--- src/rtl/dnp_pkg.sv ---
// shared types and constants for the dns name and record parser
package dnp_pkg;

  localparam int PKT_DEPTH_DEF = 4096;
  localparam int MAX_STEPS_DEF = 63;
  localparam int PW = 18;

  localparam logic [1:0] MODE_LOAD     = 2'd0;
  localparam logic [1:0] MODE_NAME     = 2'd1;
  localparam logic [1:0] MODE_QUESTION = 2'd2;
  localparam logic [1:0] MODE_RECORD   = 2'd3;

  localparam logic [2:0] ST_OK       = 3'd0;
  localparam logic [2:0] ST_BEYOND   = 3'd1;
  localparam logic [2:0] ST_RESERVED = 3'd2;
  localparam logic [2:0] ST_STEPS    = 3'd3;
  localparam logic [2:0] ST_SRV      = 3'd4;

  localparam logic [15:0] TYPE_SRV = 16'd33;

  typedef struct packed {
    logic        is_load;
    logic [1:0]  mode;
    logic [11:0] offset;
    logic [7:0]  data_byte;
    logic [12:0] packet_length;
  } item_t;

  typedef struct packed {
    logic [11:0] label_offset;
    logic [5:0]  label_length;
    logic        last;
    logic [2:0]  status;
    logic [12:0] name_length;
    logic [15:0] rec_type;
    logic        class_top_bit;
    logic [31:0] ttl;
    logic [12:0] rdata_offset;
    logic [15:0] rdata_length;
    logic [15:0] srv_port;
    logic [12:0] next_offset;
  } result_t;

endpackage

--- src/rtl/dnp_front.sv ---
// input queue: accepts items, classifies load versus parse
module dnp_front (
  input  logic              clk,
  input  logic              rst_n,
  input  logic              push,
  output logic              full,
  input  logic [1:0]        mode,
  input  logic [11:0]       offset,
  input  logic [7:0]        data_byte,
  input  logic [12:0]       packet_length,
  input  logic              pop,
  output logic              empty,
  output dnp_pkg::item_t    item
);
  import dnp_pkg::*;

  item_t      q_r [2];
  logic       wp_r, rp_r;
  logic [1:0] cnt_r;
  item_t      in_item;
  logic       do_push, do_pop;

  always_comb begin
    in_item.is_load       = (mode == MODE_LOAD);
    in_item.mode          = mode;
    in_item.offset        = offset;
    in_item.data_byte     = data_byte;
    in_item.packet_length = packet_length;
  end

  assign full    = (cnt_r == 2'd2);
  assign empty   = (cnt_r == 2'd0);
  assign item    = q_r[rp_r];
  assign do_push = push && !full;
  assign do_pop  = pop && !empty;

  always_ff @(posedge clk) begin
    if (do_push) begin
      q_r[wp_r] <= in_item;
    end
  end

  always_ff @(posedge clk) begin
    if (!rst_n) begin
      wp_r  <= 1'b0;
      rp_r  <= 1'b0;
      cnt_r <= 2'd0;
    end else begin
      if (do_push) begin
        wp_r <= !wp_r;
      end
      if (do_pop) begin
        rp_r <= !rp_r;
      end
      cnt_r <= cnt_r + 2'(do_push) - 2'(do_pop);
    end
  end

endmodule

--- config.mk ---
export PLATFORM = sky130hd
export DESIGN_NAME = dnp_front
export DESIGN_NICKNAME = d
export VERILOG_FILES = /design/src/rtl/dnp_pkg.sv /design/src/rtl/dnp_front.sv
export SDC_FILE = /design/constraint.sdc
export NUM_CORES = 1
export LEC_CHECK = 0
export BUFFER_PORTS_ARGS = -buffer_cell sky130_fd_sc_hd__buf_2
export CAP_MARGIN = 40
export CORE_MARGIN = 3
export CORE_UTILIZATION = 52
export CTS_BUF_LIST = sky130_fd_sc_hd__clkbuf_8 sky130_fd_sc_hd__clkbuf_16
export DETAILED_ROUTE_END_ITERATION = 8
export PLACE_DENSITY = 0.8
export SLEW_MARGIN = 20
export SYNTH_ARGS = -nofsm -noshare
export SYNTH_HDL_FRONTEND = slang
export SYNTH_SLANG_ARGS = --single-unit
--- constraint.sdc ---
create_clock -name clk -period 3 [get_ports clk]
set_input_delay 0.15 -clock clk [delete_from_list [all_inputs] [get_ports clk]]
set_output_delay 0.15 -clock clk [all_outputs]
set_load 0.01 [all_outputs]
==> flow_metrics.env <==
export IMPL_routed_wl_um=5000
export IMPL_fillCellCount=357
export IMPL_fp_row_count=26
export IMPL_min_from="offset[11]"
export IMPL_maxClockFrequency_mhz=485
export IMPL_multiInputGateArea_um2=653
export IMPL_worstHoldPathCells=1
export IMPL_placement_io_buffers=76
export IMPL_top_usage_layer="met2"
export IMPL_r2r_start="cnt_r[0]"
export IMPL_layout_area_seq_um2=2260
export IMPL_antenna_cells=0
export IMPL_synth_largest_area_cell="sky130_fd_sc_hd__edfxtp_1"
export IMPL_power_per_cell_area_nw_per_um2=827
export IMPL_arrival_ps=1910
export IMPL_critPathCaptureType="output pin"
export IMPL_global_route_overflow_total=0
export IMPL_vias=1509
export IMPL_cp_start_kind="flop"
export IMPL_die_height_um=81.8
export IMPL_rsz0062_at_grt="no"
export IMPL_critical_path_peak_fanout=18
export IMPL_finalSetupViolCount=0
export IMPL_final_setup_worst_slack_ps=940
export IMPL_htree_num_levels=3
export IMPL_post_synth_cell_area_avg_um2=21.4
export IMPL_maxSlewViolCount=0
export IMPL_utilization=0.703
export IMPL_iter_0_drt_violations=89
export IMPL_timing_critical_path_required_ps=2850
export IMPL_grt_met1_usage=0.173
export IMPL_synth_net_count=181
export IMPL_sequential_area_share_after_synthesis=0.757
export IMPL_critical_path_max_stage_delay_ps=680
export IMPL_numCtsBuffers=9
export IMPL_worst_slew_pin_slew_ps=673
export IMPL_cts_resized_gates=0
export IMPL_clk_latency_ps=320
export IMPL_drt_first_pass_iters=4
export IMPL_postSynthCellCount=140
export IMPL_initial_antenna_violation_count=0
export IMPL_grtUsageMet3=0.0450
export IMPL_cts_root_buffer_cell="sky130_fd_sc_hd__clkbuf_8"
export IMPL_design_portCount=77
export IMPL_worst_hold_path_endpoint="q_r[0][32]"
export IMPL_portion_of_the_clock_cycle_consumed_by_the_worst_path_in_the_final_layout=0.687
export IMPL_status="finished clean"
export IMPL_irDropWorstVdd_uv=614
export IMPL_netlist_area_leader_share=0.723
export IMPL_grt_pass1_wl_um=7140
export IMPL_gr_usage_met2=0.257
export IMPL_vias_in_the_first_global_route=1503
export IMPL_design_die_area_um2=6690
export IMPL_crit_chain="buf_4, mux2_2, buf_2"
export IMPL_cts_num_sinks=77
export IMPL_antenna_violating_nets_left=0
export IMPL_setup_tns_ps=0
export IMPL_gp_routability_congestion=0.684
export IMPL_vias_per_cell=4.79
export IMPL_placement_setup_worst_slack_ps=1120
export IMPL_floorplan_initialDensity=0.560
export IMPL_timing_rr_end="q_r[0][0]"
export IMPL_synth_seq_cells=77
export IMPL_finalNetCount=281
export IMPL_clock_skew_ps=7.32
export IMPL_yosysUniqueCellTypes=18
export IMPL_timing_critical_path_buf_inv=2
export IMPL_delay_heaviest_family_cp="flip-flops"
export IMPL_globalRouteTotalUtil=0.149
export IMPL_finalWorstPathRequiredPeriod_ps=2060
export IMPL_cts_tree="done"
export IMPL_buffer_depth_of_the_longest_clock_path=2
export IMPL_ratio_of_cells_with_drive_above_1_in_the_final_layout=0.543
export IMPL_power_leakage_uw=0.00152
export IMPL_synth_top_cells_by_area="sky130_fd_sc_hd__edfxtp_1 72%, sky130_fd_sc_hd__mux2_4 15%, sky130_fd_sc_hd__dfxtp_1 3.3%"
export IMPL_area_growth_syn_to_layout_pct=25.5
export IMPL_pin_count_of_the_biggest_net_entering_global_routing=37
export IMPL_max_slew_margin_rel=0.551
export IMPL_core_area_um2=5340
export IMPL_hold_path_class="input pin to flop"
export IMPL_yosysWarnings=0
export IMPL_maxCapViolCount=0
export IMPL_timing_reg2reg_setup_slack_ps=1130
export IMPL_die_width_um=81.8
export IMPL_routedWlPerCell_um=15.9
export IMPL_route_detailed_drc=0
export IMPL_setup_worst_path_class="flop to output pin"
export IMPL_place_hpwl_um=3260
export IMPL_r2r_worst_path_cells=4
export IMPL_hold_viol_final=0
export IMPL_slowest_library_cell_on_the_worst_path="sky130_fd_sc_hd__dfxtp_2"
export IMPL_syn_cell_area_um2=2990
export IMPL_path_clk_slew_ps=70
[state kept, by name, summed over array words and instances (netlist names), named ones only]
signal and count:
cnt_r 2, wp_r 1, q_r 72, rp_r 1
[per-layer routing]
metal | share of wire | up-vias
li1 | - | 735
met1 | 0.40 | 721
met2 | 0.53 | 46
met3 | 0.057 | 7
met4 | 0.012 | 0
met5 | 0 | -
[per-stage QoR]
stage | power (µW) | instance area, µm² | std cells | hold slack [ps]
floorplan | 2160 | 2990 | 140 | 249
global placement | 2380 | 3420 | 285 | 340
detailed placement | 2410 | 3420 | 285 | 341
CTS | 3120 | 3670 | 308 | 0.190
global route | 3260 | 3750 | 315 | 0.501
finish | 3100 | 3750 | 315 | 14.1
[power breakdown]
part / leakage (µW) / total (µW) / internal (µW) / switching, µW
clock network: 0.000101 / 709 / 373 / 336
registers: 0.000715 / 1490 / 1390 / 99.3
logic: 0.000703 / 906 / 489 / 417
[area by class of cell]
class | instances | share of cell area
flip-flops and latches | 77 | 0.604
clock inverters | 7 | 0.0153
inverters | 3 | 0.00300
multi-input cells | 56 | 0.174
well taps | 70 | 0.0234
clock buffers | 9 | 0.0330
repair buffers | 93 | 0.147
[Yosys cell counts, drive strengths merged]
library cell,count
buf,4
and2,2
inv,3
mux2i,1
and3,1
mux2,36
edfxtp,72
nor3,1
nand2b,2
dfxtp,5
ha,2
xor2,1
nor2,6
o21a,1
nand2,2
xnor2,1
[cells by family (layout without fill, tap and decap cells)]
family,count (synthesis),in the layout,share of synthesized area
AND/OR/NAND/NOR,14,14,0.0222
flip-flops,77,77,0.757
XOR/XNOR,2,2,0.00586
adder cells (fa/ha/maj),2,2,0.00837
AO/OA/AOI/OAI,1,1,0.00251
buffers and inverters,7,112,0.0276
multiplexers,37,37,0.177
[what timing repair did]
action / in CTS / in global routing
hold endpoints to repair: 13 / 11
hold buffers: 7 / 6
setup endpoints to repair: 0 / 0
buffers inserted: 0 / 0
[layout by cell type, fill, tap and decap left out, drive strengths merged, types with 2 or more instances in the layout]
cell type,synthesis,final
ha,2,2
nand2,2,2
clkbuf,0,9
buf,4,80
edfxtp,72,72
nor2,6,6
mux2,36,36
inv,3,4
dlygate4sd3,0,13
and2,2,2
clkinv,0,5
nand2b,2,2
dfxtp,5,5
[worst max path at each step]
stage,slack [ps],cells past startpoint,from,endpoint
after floorplan,460,3,cnt_r[0],q_r[0][0]
after global placement,1170,4,cnt_r[0],q_r[0][12]
after detailed placement,1120,4,cnt_r[0],q_r[0][8]
after CTS,910,3,flop,item[35]
after global routing,830,3,flop,item[3]
final,940,3,flop,item[35]
Note: power is estimated with default switching activity, not from simulation.
