$ cat config.mk
export PLATFORM = sky130hd
export DESIGN_NAME = dnp_outq
export DESIGN_NICKNAME = d
export VERILOG_FILES = /design/src/rtl/dnp_pkg.sv /design/src/rtl/dnp_outq.sv
export SDC_FILE = /design/constraint.sdc
export NUM_CORES = 1
export LEC_CHECK = 0
export ABC_AREA = 1
export BUFFER_PORTS_ARGS = -buffer_cell sky130_fd_sc_hd__buf_2
export CAP_MARGIN = 5
export CORE_AREA = 2 2 190 192
export DETAILED_ROUTE_END_ITERATION = 10
export DIE_AREA = 0 0 192 194
export HOLD_SLACK_MARGIN = 0.15
export SLEW_MARGIN = 30
export SYNTH_ARGS = -nofsm -noshare
export SYNTH_HDL_FRONTEND = slang
export SYNTH_SLANG_ARGS = --single-unit
export TNS_END_PERCENT = 5
$ cat constraint.sdc
create_clock -name clk -period 7.4 [get_ports clk]
set_clock_uncertainty 0.15 [all_clocks]
set_input_delay 0.37 -clock clk [delete_from_list [all_inputs] [get_ports clk]]
set_output_delay 0.37 -clock clk [all_outputs]
set_load 0.005 [all_outputs]
$ cat src/rtl/dnp_pkg.sv
// shared types and constants for the dns name and record parser
package dnp_pkg;

  localparam int PKT_DEPTH_DEF = 4096;
  localparam int MAX_STEPS_DEF = 63;
  localparam int PW = 18;

  localparam logic [1:0] MODE_LOAD     = 2'd0;
  localparam logic [1:0] MODE_NAME     = 2'd1;
  localparam logic [1:0] MODE_QUESTION = 2'd2;
  localparam logic [1:0] MODE_RECORD   = 2'd3;

  localparam logic [2:0] ST_OK       = 3'd0;
  localparam logic [2:0] ST_BEYOND   = 3'd1;
  localparam logic [2:0] ST_RESERVED = 3'd2;
  localparam logic [2:0] ST_STEPS    = 3'd3;
  localparam logic [2:0] ST_SRV      = 3'd4;

  localparam logic [15:0] TYPE_SRV = 16'd33;

  typedef struct packed {
    logic        is_load;
    logic [1:0]  mode;
    logic [11:0] offset;
    logic [7:0]  data_byte;
    logic [12:0] packet_length;
  } item_t;

  typedef struct packed {
    logic [11:0] label_offset;
    logic [5:0]  label_length;
    logic        last;
    logic [2:0]  status;
    logic [12:0] name_length;
    logic [15:0] rec_type;
    logic        class_top_bit;
    logic [31:0] ttl;
    logic [12:0] rdata_offset;
    logic [15:0] rdata_length;
    logic [15:0] srv_port;
    logic [12:0] next_offset;
  } result_t;

endpackage

$ cat src/rtl/dnp_outq.sv
// result queue in front of the result ports
module dnp_outq (
  input  logic              clk,
  input  logic              rst_n,
  input  logic              push,
  input  dnp_pkg::result_t  wdata,
  output logic              full,
  input  logic              pop,
  output logic              empty,
  output dnp_pkg::result_t  rdata
);
  import dnp_pkg::*;

  result_t    q_r [2];
  logic       wp_r, rp_r;
  logic [1:0] cnt_r;
  logic       do_push, do_pop;

  assign full    = (cnt_r == 2'd2);
  assign empty   = (cnt_r == 2'd0);
  assign rdata   = q_r[rp_r];
  assign do_push = push && !full;
  assign do_pop  = pop && !empty;

  always_ff @(posedge clk) begin
    if (do_push) begin
      q_r[wp_r] <= wdata;
    end
  end

  always_ff @(posedge clk) begin
    if (!rst_n) begin
      wp_r  <= 1'b0;
      rp_r  <= 1'b0;
      cnt_r <= 2'd0;
    end else begin
      if (do_push) begin
        wp_r <= !wp_r;
      end
      if (do_pop) begin
        rp_r <= !rp_r;
      end
      cnt_r <= cnt_r + 2'(do_push) - 2'(do_pop);
    end
  end

endmodule

==> results of run 1 <==
[metal layers]
metal,GRT usage (%),up-vias,part of all wire (%)
met5,0,-,0
met4,2.91,0,1.7
met3,3.57,28,8.2
met2,19.8,206,48
met1,14.3,2866,42
li1,-,2801,-
[cells in the final DEF (no fill, tap or decap)]
cell,instances
clkbuf_1,10
buf_12,1
dfxtp_1,4
clkinvlp_4,1
clkbuf_16,31
dfxtp_4,1
mux2_4,80
inv_1,8
buf_4,4
a21oi_1,2
dlygate4sd3_1,145
buf_2,289
clkinv_2,3
nand3_1,3
clkinv_1,1
inv_6,1
ha_1,2
nand2_1,9
mux2_2,62
buf_16,1
nor2_1,7
clkbuf_8,9
edfxtp_1,284
nor2_4,1
bufinv_16,2
[stage by stage]
step | hold slack [ps] | std cells | area, sq um | utilization, %
after floorplan | 313 | 480 | 10800 | -
after global placement | 341 | 1219 | 12800 | 36.2
after detailed placement | 352 | 1220 | 12800 | 36.3
after CTS | 351 | 1422 | 15300 | 43.3
after global routing | 362 | 1422 | 15300 | 43.3
final | 363 | 1422 | 15300 | 43.3
[area by class of cell]
| class | instances | area (sq um) |
|---|---|---|
| well taps | 461 | 577 |
| fillers | 3151 | 20000 |
| repair buffers | 440 | 2980 |
| clock inverters | 7 | 86.3 |
| clock buffers | 50 | 937 |
| multi-input cells | 166 | 2020 |
| inverters | 9 | 38.8 |
| flip-flops and latches | 289 | 8630 |
[cells by family after synthesis]
family	Yosys count	synth area share (%)
multiplexers	142	17.6
adder cells (fa/ha/maj)	2	0.231
AND/OR/NAND/NOR	20	0.729
AO/OA/AOI/OAI	2	0.0925
flip-flops	289	79.8
buffers and inverters	25	1.63
[sequential cells by signal (all words and copies together), names as in the netlist, named ones only]
register,count
q_r,284
cnt_r,2
rp_r,1
wp_r,1
[worst max-delay path by stage]
stage | startpoint | endpoint | slack (ps)
final | flip-flop | rdata[141] | 4540
after global routing | cnt_r[0] | q_r[0][85] | 4320
after CTS | flip-flop | rdata[19] | 4490
after detailed placement | cnt_r[0] | q_r[0][111] | 4490
after global placement | cnt_r[0] | q_r[0][111] | 4510
after floorplan | cnt_r[0] | q_r[0][0] | 150
[synthesized netlist by cell type, drive strengths merged]
library cell  count
a21oi             2
buf              16
dfxtp             5
edfxtp          284
ha                2
inv               9
mux2            142
nand2             9
nand3             3
nor2              8
[worst max-delay path: stages (launching register included)]
cell	delay [ps]
dfxtp_4	590
buf_12	430
mux2_2	410
buf_2	120
[power by group]
part	total, mW	switching (mW)	internal, mW
Clock	1.52	0.596	0.927
Combinational	1.08	0.501	0.584
Sequential	2.15	0.0690	2.08
Total	4.76	1.17	3.59
==> impl_metrics.yaml, run 1 <==
outcome:
  status: "finished clean"
timing:
  hold_violations: 0
  setup_tns_ps: 0
  period_share_pct: 38.6
  fin_crit_ps: 2860
  fmax_ghz: 0.350
  drv_slew: 0
  setup_viol: 0
  tightest_slew_ps: 907
  setup_ws_ps: 4540
  maxSlewHeadroom_pct: 39.5
  rsz0062_at_grt: "false"
global_routing:
  overflow: 0
  grt_max_degree: 89
  grt_pass1_wl_microns: 34100
  grt_use_total_pct: 11.6
  antenna_found_initial: 0
  grt_pass1_vias: 6454
setup_path:
  required_ps: 6880
  cp_max_fo: 88
  r2r_start: "cnt_r[0]"
  crit_path_start_kind: "flip-flop"
  reg2reg_to: "q_r[0][82]"
  rr_worst_depth: 6
  end_kind: "primary output"
  crit_arrival_ps: 2340
  critPathKind: "flip-flop to primary output"
  timing.reg2reg.setup_slack_ps: 4570
cts:
  clkSinkCount: 289
  post_cts_buffers: 0
  clk_pin_slew_ps: 60
  cts_root_buf: "clkbuf_16"
  cts_max_path_buffers: 3
  cts_tree: "yes"
  clock_latency_ps: 550
  numCtsBuffers: 31
  cts_max_level: 1
  ctsResizeCount: 0
  hold_buffers: 145
yosys:
  mappedNetlistArea_sq_um: 10800
  synth-seq-cells: 289
  netlist_instances: 480
  ys_types: 12
  yosys.area.top_type: "edfxtp_1"
  synthTopCellsByArea: "edfxtp_1 (79%), mux2_4 (11%), mux2_2 (6.5%)"
  avgSynthCellArea_sq_um: 22.5
  yosys_warnings: 0
  synth-seq-area-share_pct: 79.8
  syn-num-nets: 628
  synth_top_area_share_pct: 78.8
min_path:
  min-delay-start: "rp_r"
  hold_class: "flip-flop to flip-flop"
  holdPathEnd: "rp_r"
  hold_path_depth: 2
placement:
  place.gp.congestion: 0.688
  place_ws_ps: 4490
  dp.final_hpwl_microns: 14000
  portBuffers: 289
power_and_ir_drop:
  p_per_area_nw_per_um2: 311
  totalPowerFinal_mw: 4.76
  power_leakage_nw: 5.89
  peakVddDrop_mv: 0.178
floorplan:
  dieArea_sq_um: 37200
  start_util_pct: 30.7
  core_sq_um: 35200
  dieHeight_microns: 194
  num_rows: 69
  pin_count: 290
  fp.dieW_microns: 192
finish:
  drive_gt1_share_pct: 50.6
  syn2layout_area_growth_pct: 41.1
  diodes: 0
  layout.nets: 1085
routing:
  drc_errors: 0
  viasPerCell: 4.15
  finalWirelength_microns: 22700
  drtIter0Drc: 147
  wire_per_inst_microns: 16.0
  ant_nets: 0
  num_vias: 5901
  drt_first_pass_iters: 4
flow_run:
  cap_violations: 0
(Power assumes the default switching activity.)
==> inputs of run 2 (changes only) <==
clock period = 2.7 ns   (was 7.4 ns; I/O delays follow)
==> impl_metrics.yaml, run 2 (synthesized netlist as in run 1, its figures left out) <==
outcome:
  status: "finished clean"
setup_path:
  reg2reg_to: "cnt_r[0]"
  end_kind: "primary output"
  crit_arrival_ps: 2080
  crit_path_start_kind: "flip-flop"
  cp_max_fo: 40
  critPathKind: "flip-flop to primary output"
  required_ps: 2410
  rr_worst_depth: 8
  r2r_start: "cnt_r[1]"
  timing.reg2reg.setup_slack_ps: 640
routing:
  drt_first_pass_iters: 5
  finalWirelength_microns: 23900
  wire_per_inst_microns: 15.7
  viasPerCell: 4.22
  drtIter0Drc: 233
  num_vias: 6399
  ant_nets: 0
  drc_errors: 0
timing:
  period_share_pct: 87.6
  drv_slew: 0
  fmax_ghz: 0.423
  fin_crit_ps: 2370
  tightest_slew_ps: 595
  setup_tns_ps: 0
  maxSlewHeadroom_pct: 60.3
  setup_viol: 0
  hold_violations: 0
  whs_ps: 174
  rsz0062_at_grt: "false"
finish:
  design_area_sq_um: 16200
  final_cells: 1517
  syn2layout_area_growth_pct: 50.0
  layout.nets: 1185
  top_regs: "q_r (284), cnt_r (2)"
  diodes: 0
  largest_reg_flops: 284
  top_register: "q_r"
  drive_gt1_share_pct: 46.9
  final_cell_mix: "buf_2 (289), edfxtp_1 (284), dlygate4sd3_1 (235)"
  layout.cells.most_common: "buf_2"
  fillers: 3041
global_routing:
  grt_use_total_pct: 12.4
  grt_pass1_wl_microns: 36300
  overflow: 0
  grt_max_degree: 93
  antenna_found_initial: 0
  grt_pass1_vias: 6990
cts:
  cts_max_level: 1
  cts_root_buf: "clkbuf_16"
  clkSinkCount: 289
  cts_max_path_buffers: 3
  cts_tree: "yes"
  post_cts_buffers: 0
  clock_latency_ps: 550
  numCtsBuffers: 31
  clk_pin_slew_ps: 60
floorplan:
  num_rows: 69
  dieArea_sq_um: 37200
  fp.dieW_microns: 192
  start_util_pct: 30.7
  dieHeight_microns: 194
  core_sq_um: 35200
  pin_count: 290
min_path:
  hold_path_depth: 2
  min-delay-start: "wdata[117]"
  holdPathEnd: "q_r[1][117]"
  hold_class: "input pin to flip-flop"
power_and_ir_drop:
  totalPowerFinal_mw: 13.0
  power_leakage_nw: 6.28
  peakVddDrop_mv: 0.638
  p_per_area_nw_per_um2: 799
placement:
  dp_cells: 1230
  placed_area_sq_um: 12900
  dp.final_hpwl_microns: 14600
  portBuffers: 289
  place.gp.congestion: 0.707
flow_run:
  cap_violations: 0
run 2: changes by cell type in the layout (fill, tap and decap cells not counted), moves of 3 or more:
cell           change
clkinv_1           +3
buf_4              +4
dlygate4sd3_1     +90
buf_12             +7
clkbuf_8           -6
run 2: worst max path at each step:
stage,startpoint,to,slack (ps),cells past startpoint
finish,flip-flop,rdata[141],330,3
global route,flip-flop,rdata[141],200,3
CTS,flip-flop,rdata[141],260,3
detailed placement,flip-flop,rdata[141],870,3
global placement,flip-flop,rdata[141],880,3
floorplan,cnt_r[0],q_r[0][0],-500,4
run 2: critical path, cell delays in order, from the launching register on:
cell     delay (ps)
dfxtp_4         640
buf_12          350
mux2_2          380
buf_2           120
run 2: metal layers:
metal / vias up / track usage, % / share of wire [%]
li1: 3009 / - / -
met1: 3103 / 14.0 / 39
met2: 228 / 21.9 / 50
met3: 59 / 3.95 / 7.6
met4: 0 / 4.24 / 3.4
met5: - / 0 / 0
run 2: cell type report:
cell class	count	area [sq um]	area share, %
flip-flops and latches	289	8630	53.2
repair buffers	540	4020	24.8
multi-input cells	166	2030	12.5
clock buffers	42	847	5.22
well taps	461	577	3.56
clock inverters	10	77.6	0.478
inverters	9	37.5	0.231
run 2: metrics by stage:
| stage | setup WS [ps] | utilization (%) |
|---|---|---|
| floorplan | -502 | - |
| global placement | 882 | 36.8 |
| detailed placement | 871 | 36.8 |
| CTS | 264 | 46.0 |
| global route | 199 | 46.1 |
| finish | 334 | 46.1 |
run 2: power breakdown:
group / switching, mW / internal (mW)
registers: 0.205 / 5.69
clock network: 1.61 / 2.26
logic: 1.42 / 1.77
run 2: repair_timing:
action / 4_1_cts / 5_1_grt
gates resized for setup: 0 / 0
hold buffers: 234 / 1
endpoints found under the setup margin: 0 / 0
endpoints found under the hold margin: 350 / 2
==> inputs of run 3 (changes only) <==
GPL_TIMING_DRIVEN = 0   (was not set)
clock period = 2.3 ns   (was 2.7 ns; I/O delays follow)
==> impl_metrics.yaml, run 3 <==
outcome:
  status: "aborted with a tool error"
  error_line: "[ERROR RSZ-0060] Max buffer count reached."
  stop_stage: "clock tree synthesis (4_1_cts)"
yosys:
  yosys.area.top_type: "edfxtp_1"
  synth_top_area_share_pct: 78.8
  synth-seq-area-share_pct: 79.8
  avgSynthCellArea_sq_um: 22.5
  synth_commonest_cells: "edfxtp_1 (284), mux2_4 (80), mux2_2 (62)"
  ys_types: 12
  ys.flop_type: "edfxtp_1"
  yosys_warnings: 0
  synth.most_common_cell: "edfxtp_1"
  async_reset_ff_share_pct: 0
  netlist_instances: 480
  synth-seq-cells: 289
  synthTopCellsByArea: "edfxtp_1 (79%), mux2_4 (11%), mux2_2 (6.5%)"
  mappedNetlistArea_sq_um: 10800
  syn-num-nets: 628
  synth-edff-count: 284
cts:
  cts_max_level: 1
  hold_buffers: 261
  cts_max_path_buffers: 3
  post_cts_buffers: 0
  ctsResizeCount: 0
  cts_root_buf: "clkbuf_16"
  clkSinkCount: 289
  numCtsBuffers: 31
floorplan:
  dieHeight_microns: 194
  fp.dieW_microns: 192
  pin_count: 290
  num_rows: 69
  start_util_pct: 30.7
placement:
  portBuffers: 289
  dp.final_hpwl_microns: 15500
  placed_area_sq_um: 13200
  place.gp.congestion: 0.674
  place_ws_ps: 18.0
[run 3: per-stage QoR]
stage	cells	setup TNS [ps]	hold slack [ps]
floorplan	480	-249250	58.4
global placement	1230	-661550	152
detailed placement	1245	0	156
[run 3: cell families after synthesis]
kind of cell               after synthesis  synth area share, %
buffers and inverters                   25                 1.63
DFF                                    289                 79.8
muxes                                  142                 17.6
AOI/OAI and AO/OA                        2               0.0925
and+or+nand+nor                         20                0.729
adders and majority gates                2                0.231
==> inputs of run 4 (changes only) <==
CORE_AREA = 2 2 236 238   (was 2 2 190 192)
DIE_AREA = 0 0 238 240   (was 0 0 192 194)
HOLD_SLACK_MARGIN = not set   (was 0.15)
PLACE_DENSITY_LB_ADDON = 0.15   (was not set)
==> impl_metrics.yaml, run 4 (synthesized netlist as in run 1, its figures left out) <==
floorplan:
  core_sq_um: 54700
  start_util_pct: 19.8
  pin_count: 290
  dieArea_sq_um: 57100
  fp.dieW_microns: 238
  num_rows: 86
  dieHeight_microns: 240
timing:
  tightest_slew_ps: 551
  rsz0062_at_grt: "false"
  hold_violations: 0
  fin_crit_ps: 2140
  setup_viol: 0
  period_share_pct: 93.0
  drv_slew: 0
  fmax_ghz: 0.468
  maxSlewHeadroom_pct: 63.1
power_and_ir_drop:
  totalPowerFinal_mw: 16.1
  power_leakage_nw: 6.13
  p_per_area_nw_per_um2: 1000
  peakVddDrop_mv: 0.571
global_routing:
  antenna_found_initial: 3
  grt_pass1_wl_microns: 39700
  overflow: 0
  grt_use_total_pct: 9.27
  grt_pass1_vias: 6568
  grt_max_degree: 25
setup_path:
  end_kind: "primary output"
  crit_arrival_ps: 1870
  critPathKind: "flip-flop to primary output"
  r2r_start: "cnt_r[1]"
  timing.reg2reg.setup_slack_ps: 230
  crit_path_start_kind: "flip-flop"
  cp_max_fo: 10
  required_ps: 2040
  reg2reg_to: "q_r[1][75]"
  rr_worst_depth: 6
placement:
  portBuffers: 289
  dp.final_hpwl_microns: 18400
  place.gp.congestion: 0.664
finish:
  top_register: "q_r"
  layout.cells.most_common: "buf_2"
  final_cell_mix: "buf_2 (295), edfxtp_1 (284), dlygate4sd3_1 (145)"
  layout.nets: 1116
  post-route-util_pct: 29.4
  syn2layout_area_growth_pct: 48.7
  drive_gt1_share_pct: 52.0
  largest_reg_flops: 284
  top_regs: "q_r (284), cnt_r (2)"
cts:
  cts_root_buf: "clkbuf_16"
  cts_max_level: 2
  cts_max_path_buffers: 3
  clk_pin_slew_ps: 50
  cts_tree: "yes"
  clkSinkCount: 289
  clock_latency_ps: 520
  numCtsBuffers: 36
routing:
  drtIter0Drc: 151
  viasPerCell: 3.60
  num_vias: 6100
  finalWirelength_microns: 27000
  wire_per_inst_microns: 15.9
  drc_errors: 0
  drt_first_pass_iters: 4
  ant_nets: 0
flow_run:
  cap_violations: 0
min_path:
  min-delay-start: "wdata[50]"
  holdPathEnd: "q_r[0][50]"
  hold_class: "input pin to flip-flop"
  hold_path_depth: 2
outcome:
  status: "finished clean"
## run 4: worst max path at each step
stage,startpoint,cells past startpoint,endpoint,slack (ps)
final,flip-flop,5,rdata[85],160
after global routing,flip-flop,5,rdata[85],20
after CTS,flip-flop,5,rdata[93],6
after detailed placement,cnt_r[1],6,q_r[1][74],180
after global placement,cnt_r[1],3,q_r[1][74],-2990
after floorplan,cnt_r[0],4,q_r[0][0],-900
## run 4: final cells by class
type / count / area [sq um]
fillers: 5530 / 38600
flip-flops and latches: 289 / 8630
repair buffers: 450 / 3290
multi-input cells: 166 / 2030
clock buffers: 47 / 1000
well taps: 704 / 881
plain buffers: 16 / 150
clock inverters: 13 / 53.8
inverters: 9 / 37.5
diodes: 1 / 2.50
## run 4: metal layers
layer | part of all wire, % | up-vias | wire length, microns | GRT usage, %
met4 | 2.2 | 4 | 601 | 2.99
met3 | 8.2 | 43 | 2210 | 4.08
met1 | 42 | 3003 | 11300 | 10.9
met2 | 48 | 176 | 12900 | 15.2
met5 | 0.12 | - | 33 | 0
li1 | - | 2874 | - | -
## run 4: repair_timing
item,CTS,global route
pin swaps,0,0
resized for setup,1,1
endpoints found under the hold margin,295,0
hold buffers,145,0
setup endpoints to repair,9,19
setup buffers,0,0
## run 4: critical path, cell delays in order (launching register included)
cell	delay, ps
dfxtp_1	320
buf_6	140
buf_8	190
buf_6	220
mux2_4	320
buf_2	140
## run 4: where the power goes
group | switching [mW] | leakage, nW | internal (mW) | total [mW]
Combinational | 1.90 | 2.91 | 2.23 | 4.13
Sequential | 0.160 | 2.69 | 6.67 | 6.83
Clock | 2.10 | 0.522 | 3.04 | 5.13
## run 4: through the flow
stage | hold slack [ps] | TNS [ps] | worst slack [ps] | instance area (sq um) | std cells
detailed placement | 157 | 0 | 178 | 13600 | 1489
global placement | 154 | -816100 | -2990 | 13200 | 1473
floorplan | 58.4 | -249250 | -902 | 10800 | 480
CTS | 100 | 0 | 5.70 | 16100 | 1694
global route | 120 | 0 | 23.9 | 16100 | 1695
finish | 158 | 0 | 161 | 16100 | 1695
